## src/hdl/bmirq_pkg.sv

```systemverilog
package bmirq_pkg;

    // Bus event kinds carried on the input tuser.
    localparam logic [1:0] CMD_CPU_WRITE = 2'd0;
    localparam logic [1:0] CMD_CPU_READ  = 2'd1;
    localparam logic [1:0] CMD_PPU       = 2'd2;
    localparam logic [1:0] CMD_TICK      = 2'd3;

    // Result kinds carried on the output tuser.
    localparam logic [2:0] SRC_NONE     = 3'd0;
    localparam logic [2:0] SRC_PRG_RAM  = 3'd1;
    localparam logic [2:0] SRC_PRG_ROM  = 3'd2;
    localparam logic [2:0] SRC_OPEN_BUS = 3'd3;
    localparam logic [2:0] SRC_PPU      = 3'd4;

    // Register selects held in the command latch.
    localparam logic [3:0] SEL_WINDOW   = 4'd8;
    localparam logic [3:0] SEL_PRG_8000 = 4'd9;
    localparam logic [3:0] SEL_PRG_A000 = 4'd10;
    localparam logic [3:0] SEL_PRG_C000 = 4'd11;
    localparam logic [3:0] SEL_MIRROR   = 4'd12;
    localparam logic [3:0] SEL_IRQ_CTRL = 4'd13;
    localparam logic [3:0] SEL_CNT_LO   = 4'd14;
    localparam logic [3:0] SEL_CNT_HI   = 4'd15;

    // Work RAM window modes.
    localparam logic [1:0] MODE_ROM = 2'd0;
    localparam logic [1:0] MODE_RAM = 2'd3;

    // Mirroring modes.
    localparam logic [1:0] MIR_VERTICAL   = 2'd0;
    localparam logic [1:0] MIR_HORIZONTAL = 2'd1;
    localparam logic [1:0] MIR_SINGLE_LO  = 2'd2;
    localparam logic [1:0] MIR_SINGLE_HI  = 2'd3;

    // CPU address pages (address bits 15:13).
    localparam logic [2:0] PAGE_6000 = 3'd3;
    localparam logic [2:0] PAGE_8000 = 3'd4;
    localparam logic [2:0] PAGE_A000 = 3'd5;

    // Configuration register indexes.
    localparam logic CFG_CHR_IS_RAM    = 1'b0;
    localparam logic CFG_LAST_PRG_BANK = 1'b1;

    localparam int          WORK_RAM_BYTES_DEF = 8192;
    localparam logic [7:0]  LAST_PRG_RESET     = 8'd255;
    localparam logic [7:0]  PRG_C000_RESET     = LAST_PRG_RESET - 8'd1;

    // One result beat before packing.
    typedef struct packed {
        logic [2:0]  source;
        logic [7:0]  read_data;
        logic [20:0] prg_rom_address;
        logic [17:0] chr_address;
        logic [10:0] nametable_address;
        logic        irq_line;
    } t_result;

    // Work RAM access request from the mapper core.
    typedef struct packed {
        logic       wr;
        logic       rd;
        logic [7:0] wdata;
    } t_ram_req;

endpackage

```

## src/hdl/bmirq_core.sv

```systemverilog
module bmirq_core
    import bmirq_pkg::*;
#(
    parameter int AW = $clog2(WORK_RAM_BYTES_DEF)
) (
    input  logic          i_clk,
    input  logic          i_rst_n,
    input  logic          i_fire,
    input  logic [1:0]    i_cmd,
    input  logic [15:0]   i_addr,
    input  logic [7:0]    i_data,
    input  logic          i_chr_is_ram,
    input  logic [7:0]    i_last_prg_bank,
    output t_result       o_res,
    output t_ram_req      o_ram_req,
    output logic [AW-1:0] o_ram_addr
);

    logic [3:0]  r_cmd_latch, n_cmd_latch;
    logic [7:0]  r_chr_bank [8];
    logic [7:0]  n_chr_bank [8];
    logic [5:0]  r_low_bank, n_low_bank;
    logic [1:0]  r_ram_mode, n_ram_mode;
    logic [7:0]  r_prg_bank [3];
    logic [7:0]  n_prg_bank [3];
    logic [1:0]  r_mirror, n_mirror;
    logic [1:0]  r_irq_en, n_irq_en;
    logic [15:0] r_irq_cnt, n_irq_cnt;
    logic        r_irq_pend, n_irq_pend;

    logic [2:0]  page;
    logic [13:0] ppu_addr;
    logic [7:0]  rom_bank;
    logic        nt_page;

    assign page     = i_addr[15:13];
    assign ppu_addr = i_addr[13:0];

    // Next state for register writes and counter ticks.
    always_comb begin
        n_cmd_latch = r_cmd_latch;
        n_chr_bank  = r_chr_bank;
        n_low_bank  = r_low_bank;
        n_ram_mode  = r_ram_mode;
        n_prg_bank  = r_prg_bank;
        n_mirror    = r_mirror;
        n_irq_en    = r_irq_en;
        n_irq_cnt   = r_irq_cnt;
        n_irq_pend  = r_irq_pend;
        if (i_cmd == CMD_CPU_WRITE && page == PAGE_8000) begin
            n_cmd_latch = i_data[3:0];
        end else if (i_cmd == CMD_CPU_WRITE && page == PAGE_A000) begin
            case (r_cmd_latch) inside
                [4'd0:4'd7]: n_chr_bank[r_cmd_latch[2:0]] = i_data;
                SEL_WINDOW: begin
                    n_low_bank = i_data[5:0];
                    n_ram_mode = i_data[7:6];
                end
                SEL_PRG_8000: n_prg_bank[0] = i_data;
                SEL_PRG_A000: n_prg_bank[1] = i_data;
                SEL_PRG_C000: n_prg_bank[2] = i_data;
                SEL_MIRROR:   n_mirror = i_data[1:0];
                SEL_IRQ_CTRL: begin
                    // Writing the control register also acknowledges the IRQ.
                    n_irq_en   = {i_data[7], i_data[0]};
                    n_irq_pend = 1'b0;
                end
                SEL_CNT_LO: n_irq_cnt = {r_irq_cnt[15:8], i_data};
                default:    n_irq_cnt = {i_data, r_irq_cnt[7:0]};
            endcase
        end else if (i_cmd == CMD_TICK && r_irq_en[1]) begin
            n_irq_cnt = r_irq_cnt - 16'd1;
            if (r_irq_cnt == 16'd0 && r_irq_en[0]) begin
                n_irq_pend = 1'b1;
            end
        end
    end

    always_ff @(posedge i_clk) begin
        if (!i_rst_n) begin
            r_cmd_latch <= '0;
            for (int i = 0; i < 8; i++) begin
                r_chr_bank[i] <= 8'(i);
            end
            r_low_bank    <= '0;
            r_ram_mode    <= MODE_ROM;
            r_prg_bank[0] <= 8'd0;
            r_prg_bank[1] <= 8'd1;
            r_prg_bank[2] <= PRG_C000_RESET;
            r_mirror      <= MIR_VERTICAL;
            r_irq_en      <= '0;
            r_irq_cnt     <= '0;
            r_irq_pend    <= 1'b0;
        end else if (i_fire) begin
            r_cmd_latch <= n_cmd_latch;
            r_chr_bank  <= n_chr_bank;
            r_low_bank  <= n_low_bank;
            r_ram_mode  <= n_ram_mode;
            r_prg_bank  <= n_prg_bank;
            r_mirror    <= n_mirror;
            r_irq_en    <= n_irq_en;
            r_irq_cnt   <= n_irq_cnt;
            r_irq_pend  <= n_irq_pend;
        end
    end

    // Work RAM access for the $6000 window in RAM mode.
    always_comb begin
        o_ram_req.wr    = i_fire && i_cmd == CMD_CPU_WRITE && page == PAGE_6000
                          && r_ram_mode == MODE_RAM;
        o_ram_req.rd    = i_fire && i_cmd == CMD_CPU_READ && page == PAGE_6000
                          && r_ram_mode == MODE_RAM;
        o_ram_req.wdata = i_data;
    end
    assign o_ram_addr = i_addr[AW-1:0];

    // PRG bank for a read at $8000 and above.
    always_comb begin
        case (i_addr[14:13])
            2'd0:    rom_bank = r_prg_bank[0];
            2'd1:    rom_bank = r_prg_bank[1];
            2'd2:    rom_bank = r_prg_bank[2];
            default: rom_bank = i_last_prg_bank;
        endcase
    end

    // Nametable page after mirroring.
    always_comb begin
        case (r_mirror)
            MIR_VERTICAL:   nt_page = ppu_addr[10];
            MIR_HORIZONTAL: nt_page = ppu_addr[11];
            MIR_SINGLE_LO:  nt_page = 1'b0;
            default:        nt_page = 1'b1;
        endcase
    end

    // Address translation for the result beat.
    always_comb begin
        o_res = '0;
        o_res.irq_line = n_irq_pend;
        if (i_cmd == CMD_CPU_READ) begin
            if (page == PAGE_6000) begin
                if (r_ram_mode == MODE_ROM) begin
                    o_res.source          = SRC_PRG_ROM;
                    o_res.prg_rom_address = {2'b00, r_low_bank, i_addr[12:0]};
                end else if (r_ram_mode == MODE_RAM) begin
                    // Byte itself comes from the registered RAM read, merged in at stage 1.
                    o_res.source = SRC_PRG_RAM;
                end else begin
                    o_res.source    = SRC_OPEN_BUS;
                    o_res.read_data = i_addr[15:8];
                end
            end else if (i_addr[15]) begin
                o_res.source          = SRC_PRG_ROM;
                o_res.prg_rom_address = {rom_bank, i_addr[12:0]};
            end
        end else if (i_cmd == CMD_PPU) begin
            o_res.source = SRC_PPU;
            if (!ppu_addr[13]) begin
                if (i_chr_is_ram) begin
                    o_res.chr_address = {5'd0, ppu_addr[12:0]};
                end else begin
                    o_res.chr_address = {r_chr_bank[ppu_addr[12:10]], ppu_addr[9:0]};
                end
            end else begin
                o_res.nametable_address = {nt_page, ppu_addr[9:0]};
            end
        end
    end

endmodule

```

## config.mk

```make
export PLATFORM = sky130hd
export DESIGN_NAME = bmirq_core
export DESIGN_NICKNAME = d
export VERILOG_FILES = /design/src/hdl/bmirq_pkg.sv /design/src/hdl/bmirq_core.sv
export SDC_FILE = /design/constraint.sdc
export NUM_CORES = 1
export LEC_CHECK = 0
export BUFFER_PORTS_ARGS = -buffer_cell sky130_fd_sc_hd__buf_2
export CORE_MARGIN = 1.5
export CORE_UTILIZATION = 30
export DETAILED_ROUTE_END_ITERATION = 12
export GPL_TIMING_DRIVEN = 0
export PLACE_DENSITY = 0.49
export SYNTH_ARGS = -nofsm -noshare
export SYNTH_HDL_FRONTEND = slang
export SYNTH_SLANG_ARGS = --single-unit
```

## constraint.sdc

```tcl
create_clock -name i_clk -period 2.1 [get_ports i_clk]
set_input_delay 0 -clock i_clk [delete_from_list [all_inputs] [get_ports i_clk]]
set_output_delay 0 -clock i_clk [all_outputs]
set_load 0.05 [all_outputs]
```

## After elaboration in Yosys (flattened, before gate mapping)

Cells that the tools add are included.

| operators by class | value |
|---|---|
| add/subtract/negate cells | 1 |
| order comparisons | 5 |
| eq/ne operators | 27 |
| muxes and demuxes | 47 |
| bitwise gates (word level) | 9 |
| reduce and logical (&&, ||, !) cells | 28 |

Operators with widths:

| kind | count |
|---|---|
| $mux W16 | 10 |
| $mux W29 | 3 |
| $bwmux W64 | 1 |
| $mux W8 | 6 |
| $mux W21 | 2 |
| $mux W18 | 2 |
| $eq A4 B4 Y1 const B | 7 |
| $bmux W8 S3 | 1 |
| $demux W8 S3 | 1 |
| $pmux W8 S3 | 1 |
| $reduce_and A11 Y1 | 2 |
| $mux W19 | 1 |
| $logic_not A16 Y1 | 1 |
| $ne A2 B2 Y1 const B | 8 |
| $sub A16 B1 Y16 const B | 1 |
| $logic_and A1 B1 Y1 | 12 |
| $mux W3 | 4 |
| $mux W1 | 11 |
| $mux W11 | 1 |
| $eq A2 B2 Y1 const B | 5 |
| $reduce_and A10 Y1 | 1 |
| $reduce_and A9 Y1 | 1 |
| $ge A4 B4 Y1 const B | 2 |
| $logic_not A2 Y1 | 4 |
| other kinds (18) | 29 |

| word-level totals | value |
|---|---|
| bits in registers | 121 |
| output and inout bits | 85 |

## Depth between registers and ports, before layout

Gate-level depths: netlist of run 1.

| logic depth | value |
|---|---|
| word-level depth | 10 |
| mapped depth | 7 |
| gate-level depth less buffers | 6 |

## Least setup slack after synthesis of run 1

Ideal clock, no wire load.

| timing path | value |
|---|---|
| path type | reg-to-output |
| from | reg r_ram_mode[0] |
| to | out o_ram_req[8] (netlist bit) |
| arrival time | 2.136 ns |
| required time | 2.100 ns |
| path slack | -0.036 ns |
| cell stages (with the launch flop) | 3 |
| path buffers | 0 |
| path through | dfxtp_1 > nand4b_1 > nor4b_1 |

RTL lines:

| what | RTL line | RTL |
|---|---|---|
| start, declared | bmirq_core.sv:23 | `logic [1:0] r_ram_mode, n_ram_mode;` |
| start signal, assigned | bmirq_core.sv:98 | `r_ram_mode <= n_ram_mode;` |
| end, declared | bmirq_core.sv:15 | `output t_ram_req o_ram_req,` |

## Worst setup path in the final report of run 1

| timing path | value |
|---|---|
| from | reg r_irq_cnt[5] |
| to | out o_res[0] (netlist bit) |

| between the ends | value |
|---|---|
| cells in the longest elaborated chain, start to end | 6 |

RTL lines:

| what | RTL line | RTL |
|---|---|---|
| start, declared | bmirq_core.sv:28 | `logic [15:0] r_irq_cnt, n_irq_cnt;` |
| start signal, assigned | bmirq_core.sv:102 | `r_irq_cnt <= n_irq_cnt;` |
| $logic_not A16 Y1 | bmirq_core.sv:73 | `if (r_irq_cnt == 16'd0 && r_irq_en[0]) begin` |
| $logic_and A1 B1 Y1 | bmirq_core.sv:73 |  |
| $mux W1 | bmirq_core.sv:73 |  |
| $mux W1 | bmirq_core.sv:71 | `end else if (i_cmd == CMD_TICK && r_irq_en[1]) begin` |
| $mux W1 | bmirq_core.sv:52 | `end else if (i_cmd == CMD_CPU_WRITE && page == PAGE_A000) begin` |
| $mux W1 | bmirq_core.sv:50 | `if (i_cmd == CMD_CPU_WRITE && page == PAGE_8000) begin` |
| end, declared | bmirq_core.sv:14 | `output t_result o_res,` |

No other way between the ends.

==> run_results.csv, run 1 <==
group,metric,value,unit
status,status,"finished clean",
detailed_routing,avgRoutedWirePerCell,19.3,µm
placement,place_ws,-0.147,ns
sta,fmax,486,MHz
global_route,antenna_found_initial,0,
critical_path,worstPathArrival,2.06,ns
critical_path,r2r_setup_slack,0.22,ns
sta,setup_slack,0.0429,ns
detailed_routing,wl_met3,875,µm
synthesis,yosysWarnings,0,
placement,gp_congestion,0.808,
power_and_ir_drop,leakage,3.95,nW
synthesis,synth.distinct_cells,63,
detailed_routing,via_per_inst,5.10,
global_route,grt_usage,0.194,
detailed_routing,antenna_left,0,
sta,tns,0,ns
power_and_ir_drop,ir_worst_vdd,0.597,mV
clocking,cts_root_buf,"clkbuf_16",
sta,finClkSkew,0.00877,ns
sta,maxSlewHeadroom,0.483,
detailed_routing,drc,0,
placement,hpwl,15.3,mm
clocking,cts.path.max_buffers,2,
detailed_routing,num_vias,5699,
clocking,clock-sinks,121,
power_and_ir_drop,p_per_area,729,nW/µm²
detailed_routing,drt_pass1_iterations,5,
critical_path,endpoint_kind,"output port",
global_route,grt_first_pass_wirelength,32.5,mm
sta,rsz0062_at_grt,"yes",
finish,diodes,0,
clocking,path_clk_slew,0.06,ns
global_route,grt.overflow.total,0,
floorplanning,fp.dieH,151,µm
worst_hold_path,hold_start,"i_data[1]",
synthesis,synth_seq_cells,121,
synthesis,async_flop_share,0,
floorplanning,io-pin-count,123,
sta,finalMaxSlewViolations,0,
detailed_routing,drtIter0Drc,315,
finish,fin_nets,870,
detailed_routing,met2WireLength,10.1,mm
critical_path,r2r_start,"r_cmd_latch[1]",
global_route,grt_max_degree,17,
critical_path,cp_data_required_time,2.10,ns
synthesis,syn_nets,733,
critical_path,r2r_cells,4,
critical_path,r2r-end,"r_prg_bank[15]",
sta,hold_viol_final,0,
finish,syn_to_final_growth,24.9,%
job,cap_violations,0,
critical_path,worst-path-max-fanout,4,
clocking,cts_buffers,17,
worst_hold_path,hold-path-endpoint,"r_prg_bank[17]",
critical_path,start_kind,"register",
clocking,clock_latency,0.42,ns
placement,io_buffers,115,
clocking,htreeDepth,4,
floorplanning,dieArea,22800,µm²
detailed_routing,highest_layer,"met4",
synthesis,synth_enable_flop_cells,0,
detailed_routing,met1_length,10.3,mm
synthesis,synth_top_flop_cell,"dfxtp_1",
global_route,grt_pass1_vias,5427,
finish,finalCoreUtilization,0.385,
worst_hold_path,hold_class,"in2reg",
detailed_routing,finalWirelength,21.6,mm
sta,holdWs,0.0188,ns
synthesis,synth_cells,693,
placement,placedCellCount,1083,
synthesis,syn_avg_cell_area,9.48,µm²
sta,tightest_slew,0.776,ns
floorplanning,rows,53,
floorplanning,die_w,151,µm
finish,final_cell_mix,"119 x dfxtp_1, 117 x buf_2, 109 x mux2i_1",
synthesis,ys_seq_area_frac,0.369,
synthesis,yosys.area.top_type,"dfxtp_1",
clocking,cts_tree,"built",
sta,setup-violations-final,0,
sta,period_minus_slack,2.06,ns
critical_path,path_class,"reg2out",
worst_hold_path,holdPathStages,3,
finish,drive_gt1_frac,0.287,
synthesis,synth_area,6570,µm²
floorplanning,initial_core_util,0.309,
synthesis,yosysTopAreaCellShare,0.369,
synthesis,synth_area_leaders,"dfxtp_1 37%, mux2i_1 17%, mux4_2 6.9%, nor2_1 5.9%, buf_4 3.1%",
finish,final_common_cell,"dfxtp_1",
critical_path,startpoint,"r_irq_cnt[5]",
floorplanning,core,21300,µm²
sta,final.period_utilization,0.980,
finish,fin_cells,1118,
-- worst max-delay path by stage --
stage / to / slack (ns) / depth (start not counted)
after CTS: o_res[0] / -0.00005 / 6
after floorplan: o_res[44] / 0.09 / 5
after global placement: o_res[11] / -0.16 / 7
after global routing: o_res[46] / -0.02 / 4
after detailed placement: o_res[11] / -0.15 / 7
final: o_res[0] / 0.04 / 5
-- cell families (layout without fill, tap and decap cells) --
logic type / count (synthesis) / after routing / synth area share
buf+inv: 83 / 233 / 0.0661
compound gates: 77 / 77 / 0.0884
fa+ha+maj: 2 / 2 / 0.00381
mux: 133 / 133 / 0.241
simple gates: 274 / 274 / 0.228
flops: 121 / 121 / 0.369
xor+xnor: 2 / 2 / 0.00267
other cells: 1 / 1 / 0.000571
-- synth_stat cells, types with 6 or more instances --
master	number
buf_4	27
clkbuf_1	37
and3_1	21
dfxtp_1	121
nand4_4	6
a32o_1	6
nand2_1	43
and2_1	32
o21ai_0	10
nand4_1	16
o22ai_1	10
a21oi_1	11
mux4_2	20
nor2_1	104
mux2i_1	109
buf_2	11
nor3_1	8
-- where the power goes --
part | total [mW] | switching (mW) | leakage [nW] | internal, mW
Sequential | 2.30 | 0.00169 | 0.976 | 2.30
Clock | 3.06 | 1.13 | 0.288 | 1.94
Combinational | 0.623 | 0.458 | 2.68 | 0.165
Total | 5.99 | 1.59 | 3.95 | 4.40
-- cell type report --
cell class / count / area (µm²)
Multi-Input combinational cell: 489 / 3740
Timing Repair Buffer: 120 / 651
Buffer: 77 / 412
Tap cell: 275 / 344
Clock inverter: 13 / 168
Fill cell: 2187 / 13100
Sequential cell: 121 / 2430
Inverter: 4 / 15.0
Clock buffer: 19 / 453
-- flip-flops by register name, summed over array words and instances (netlist names) --
| register | cells |
|---|---|
| r_prg_bank | 24 |
| r_irq_pend | 1 |
| r_ram_mode | 2 |
| r_irq_en | 2 |
| r_low_bank | 6 |
| r_cmd_latch | 4 |
| r_mirror | 2 |
| r_irq_cnt | 16 |
| r_chr_bank | 64 |
-- what timing repair did --
item,in CTS,in global routing
buffers inserted,0,2
resized for setup,12,13
pin swaps,1,4
endpoints found under the hold margin,7,0
hold buffers,3,0
setup endpoints to repair,27,18
-- metal layers --
layer | track usage | vias up
met4 | 0.0563 | 0
met5 | 0 | -
met3 | 0.0325 | 18
met2 | 0.310 | 146
met1 | 0.267 | 2761
li1 | - | 2774
-- critical path, cell delays in order (launching register included) --
cell and delay, ns:
dfxtp_1 0.34, or4_4 0.60, nor3_4 0.22, a32o_2 0.22, buf_4 0.12, buf_8 0.13
-- per-stage QoR --
step	power (mW)	cell area, µm²
detailed placement	2.97	7500
CTS	6.04	8180
floorplan	2.75	6580
finish	5.99	8210
global route	6.20	8210
global placement	2.97	7500
Note: power is estimated with default switching activity, not from simulation.
==> run 2: changes to the inputs <==
CELL_PAD_IN_SITES_DETAIL_PLACEMENT = 1   (was unset)
CELL_PAD_IN_SITES_GLOBAL_PLACEMENT = 1   (was unset)
CTS_BUF_LIST = sky130_fd_sc_hd__clkbuf_2   (was unset)
PLACE_DENSITY = 0.61   (was 0.49)
==> run_results.csv, run 2 (synthesis results as in run 1) <==
group,metric,value,unit
critical_path,worst-path-max-fanout,2,
floorplanning,io-pin-count,123,
sta,tightest_slew,0.953,ns
floorplanning,fp.dieH,151,µm
detailed_routing,via_per_inst,5.15,
status,violations,"negative setup slack",
placement,gp_congestion,0.774,
detailed_routing,met1_length,11.3,mm
finish,multi_input_area,3870,µm²
sta,final.period_utilization,1.07,
placement,io_buffers,115,
critical_path,start_kind,"register",
global_route,grt_usage,0.209,
clocking,clock_latency,0.72,ns
clocking,cts.path.max_buffers,2,
sta,setup-violations-final,1,
power_and_ir_drop,power,4.55,mW
finish,largest_reg_flops,64,
sta,setup_slack,-0.144,ns
sta,finClkSkew,0.0373,ns
clocking,cts_tree,"built",
detailed_routing,finalWirelength,23.8,mm
detailed_routing,drc,0,
worst_hold_path,holdPathStages,4,
sta,holdWs,0.0648,ns
sta,fmax,446,MHz
clocking,htreeDepth,4,
sta,finalMaxSlewViolations,0,
global_route,grt_first_pass_wirelength,35.3,mm
finish,fin_cells,1140,
detailed_routing,wl_met3,747,µm
global_route,antenna_found_initial,1,
critical_path,cp_data_required_time,2.10,ns
sta,maxSlewHeadroom,0.365,
floorplanning,core,21300,µm²
detailed_routing,avgRoutedWirePerCell,20.8,µm
critical_path,path_class,"reg2out",
critical_path,worstPathArrival,2.24,ns
finish,layout.area.seq,2450,µm²
finish,final_common_cell,"dfxtp_1",
power_and_ir_drop,pwr-share-comb,0.153,
power_and_ir_drop,leakage,3.99,nW
detailed_routing,drt_pass1_iterations,4,
placement,place_ws,-0.0672,ns
power_and_ir_drop,ir_worst_vdd,0.301,mV
finish,fillers,2473,
global_route,grt_max_degree,17,
detailed_routing,antenna_left,0,
finish,top_register,"r_chr_bank",
power_and_ir_drop,swShare,0.344,
detailed_routing,met2WireLength,11.5,mm
job,cap_violations,0,
placement,post_dp_cell_area,7500,µm²
floorplanning,dieArea,22800,µm²
status,status,"finished, violations left",
floorplanning,die_w,151,µm
finish,fin_nets,891,
finish,drive_gt1_frac,0.337,
power_and_ir_drop,p_per_area,541,nW/µm²
power_and_ir_drop,power_switching,1.56,mW
clocking,cts_root_buf,"clkbuf_2",
global_route,grt.overflow.total,0,
clocking,clock-sinks,121,
sta,rsz0062_at_grt,"yes",
finish,stdcell_area,8410,µm²
global_route,grt_pass1_vias,5965,
finish,reg_top3,"r_chr_bank: 64 flops, r_prg_bank: 24 flops, r_irq_cnt: 16 flops",
sta,hold_viol_final,0,
sta,period_minus_slack,2.24,ns
floorplanning,rows,53,
power_and_ir_drop,pwr-share-clk,0.341,
finish,syn_to_final_growth,27.9,%
floorplanning,initial_core_util,0.309,
clocking,cts_buffers,17,
detailed_routing,highest_layer,"met4",
placement,placedCellCount,1083,
power_and_ir_drop,seqPwrFrac,0.505,
power_and_ir_drop,intPower,2.98,mW
worst_hold_path,hold_class,"in2reg",
critical_path,endpoint_kind,"output port",
finish,final_cell_mix,"110 x dfxtp_1, 108 x mux2i_1, 101 x nor2_1",
detailed_routing,num_vias,5867,
detailed_routing,drtIter0Drc,276,
placement,hpwl,16.6,mm
clocking,path_clk_slew,0.23,ns
critical_path,r2r_cells,5,
==> run 2: cell types whose count changed in the layout (fill, tap and decap cells not counted), moves of 13 or more <==
cell	delta
clkbuf_16	-17
clkbuf_2	+17
buf_8	+15
and2_4	+13
and2_1	-13
buf_6	+18
buf_2	-22
==> run 2: layout make-up <==
cell class                 instances  share of cell area
inverter                           4             0.00179
clock inverter                    15              0.0189
clock buffer                      17              0.0101
antenna                            1            0.000298
sequential                       121               0.291
buffer                            75              0.0485
timing repair buffer             143               0.128
tap                              275              0.0409
multi-input combinational        489               0.460
==> run 2: layer usage <==
| layer | track usage | up-vias |
|---|---|---|
| met1 | 0.289 | 2930 |
| met3 | 0.0337 | 18 |
| met4 | 0.0471 | 0 |
| met5 | 0 | - |
| li1 | - | 2807 |
| met2 | 0.342 | 112 |
==> run 2: worst max-delay path: stages (launching register included) <==
cell	delay [ns]
dfxtp_4	0.40
or4_4	0.57
nor3_4	0.17
a32o_2	0.25
buf_8	0.15
==> run 2: through the flow <==
stage | setup TNS [ns] | utilization
6_report | -0.144 | 0.395
3_3_place_gp | -1.76 | 0.352
4_1_cts | -0.247 | 0.383
5_1_grt | -1.20 | 0.395
2_1_floorplan | 0 | -
3_5_place_dp | -0.725 | 0.352
==> run 2: path summary, 6_finish.rpt <==
path / start / end / slack, ns
worst max-delay path: r_irq_cnt[2] / o_res[0] / -0.14
worst min-delay path: i_addr[13] / r_irq_cnt[15] / 0.06
worst max register to register: r_irq_cnt[2] / r_irq_cnt[12] / 0.13
worst min register to register: r_chr_bank[2] / r_chr_bank[2] / 0.50
==> run 2: what timing repair did <==
action                                  in CTS  in global routing
gates cloned                                 1                  0
gates resized for setup                     70                 85
endpoints found under the setup margin      37                 45
hold buffers                                13                  0
hold endpoints to repair                    51                  0
pin swaps                                    5                 26
buffers inserted                            10                  5
==> run 2: power groups by stage <==
stage / Sequential [mW] / Combinational, mW / Clock (mW)
after floorplan: 2.35 / 0.405 / 0
after global placement: 2.35 / 0.625 / 0
after detailed placement: 2.35 / 0.624 / 0
after CTS: 2.30 / 0.675 / 1.60
after global routing: 2.30 / 0.736 / 1.71
final: 2.30 / 0.697 / 1.55
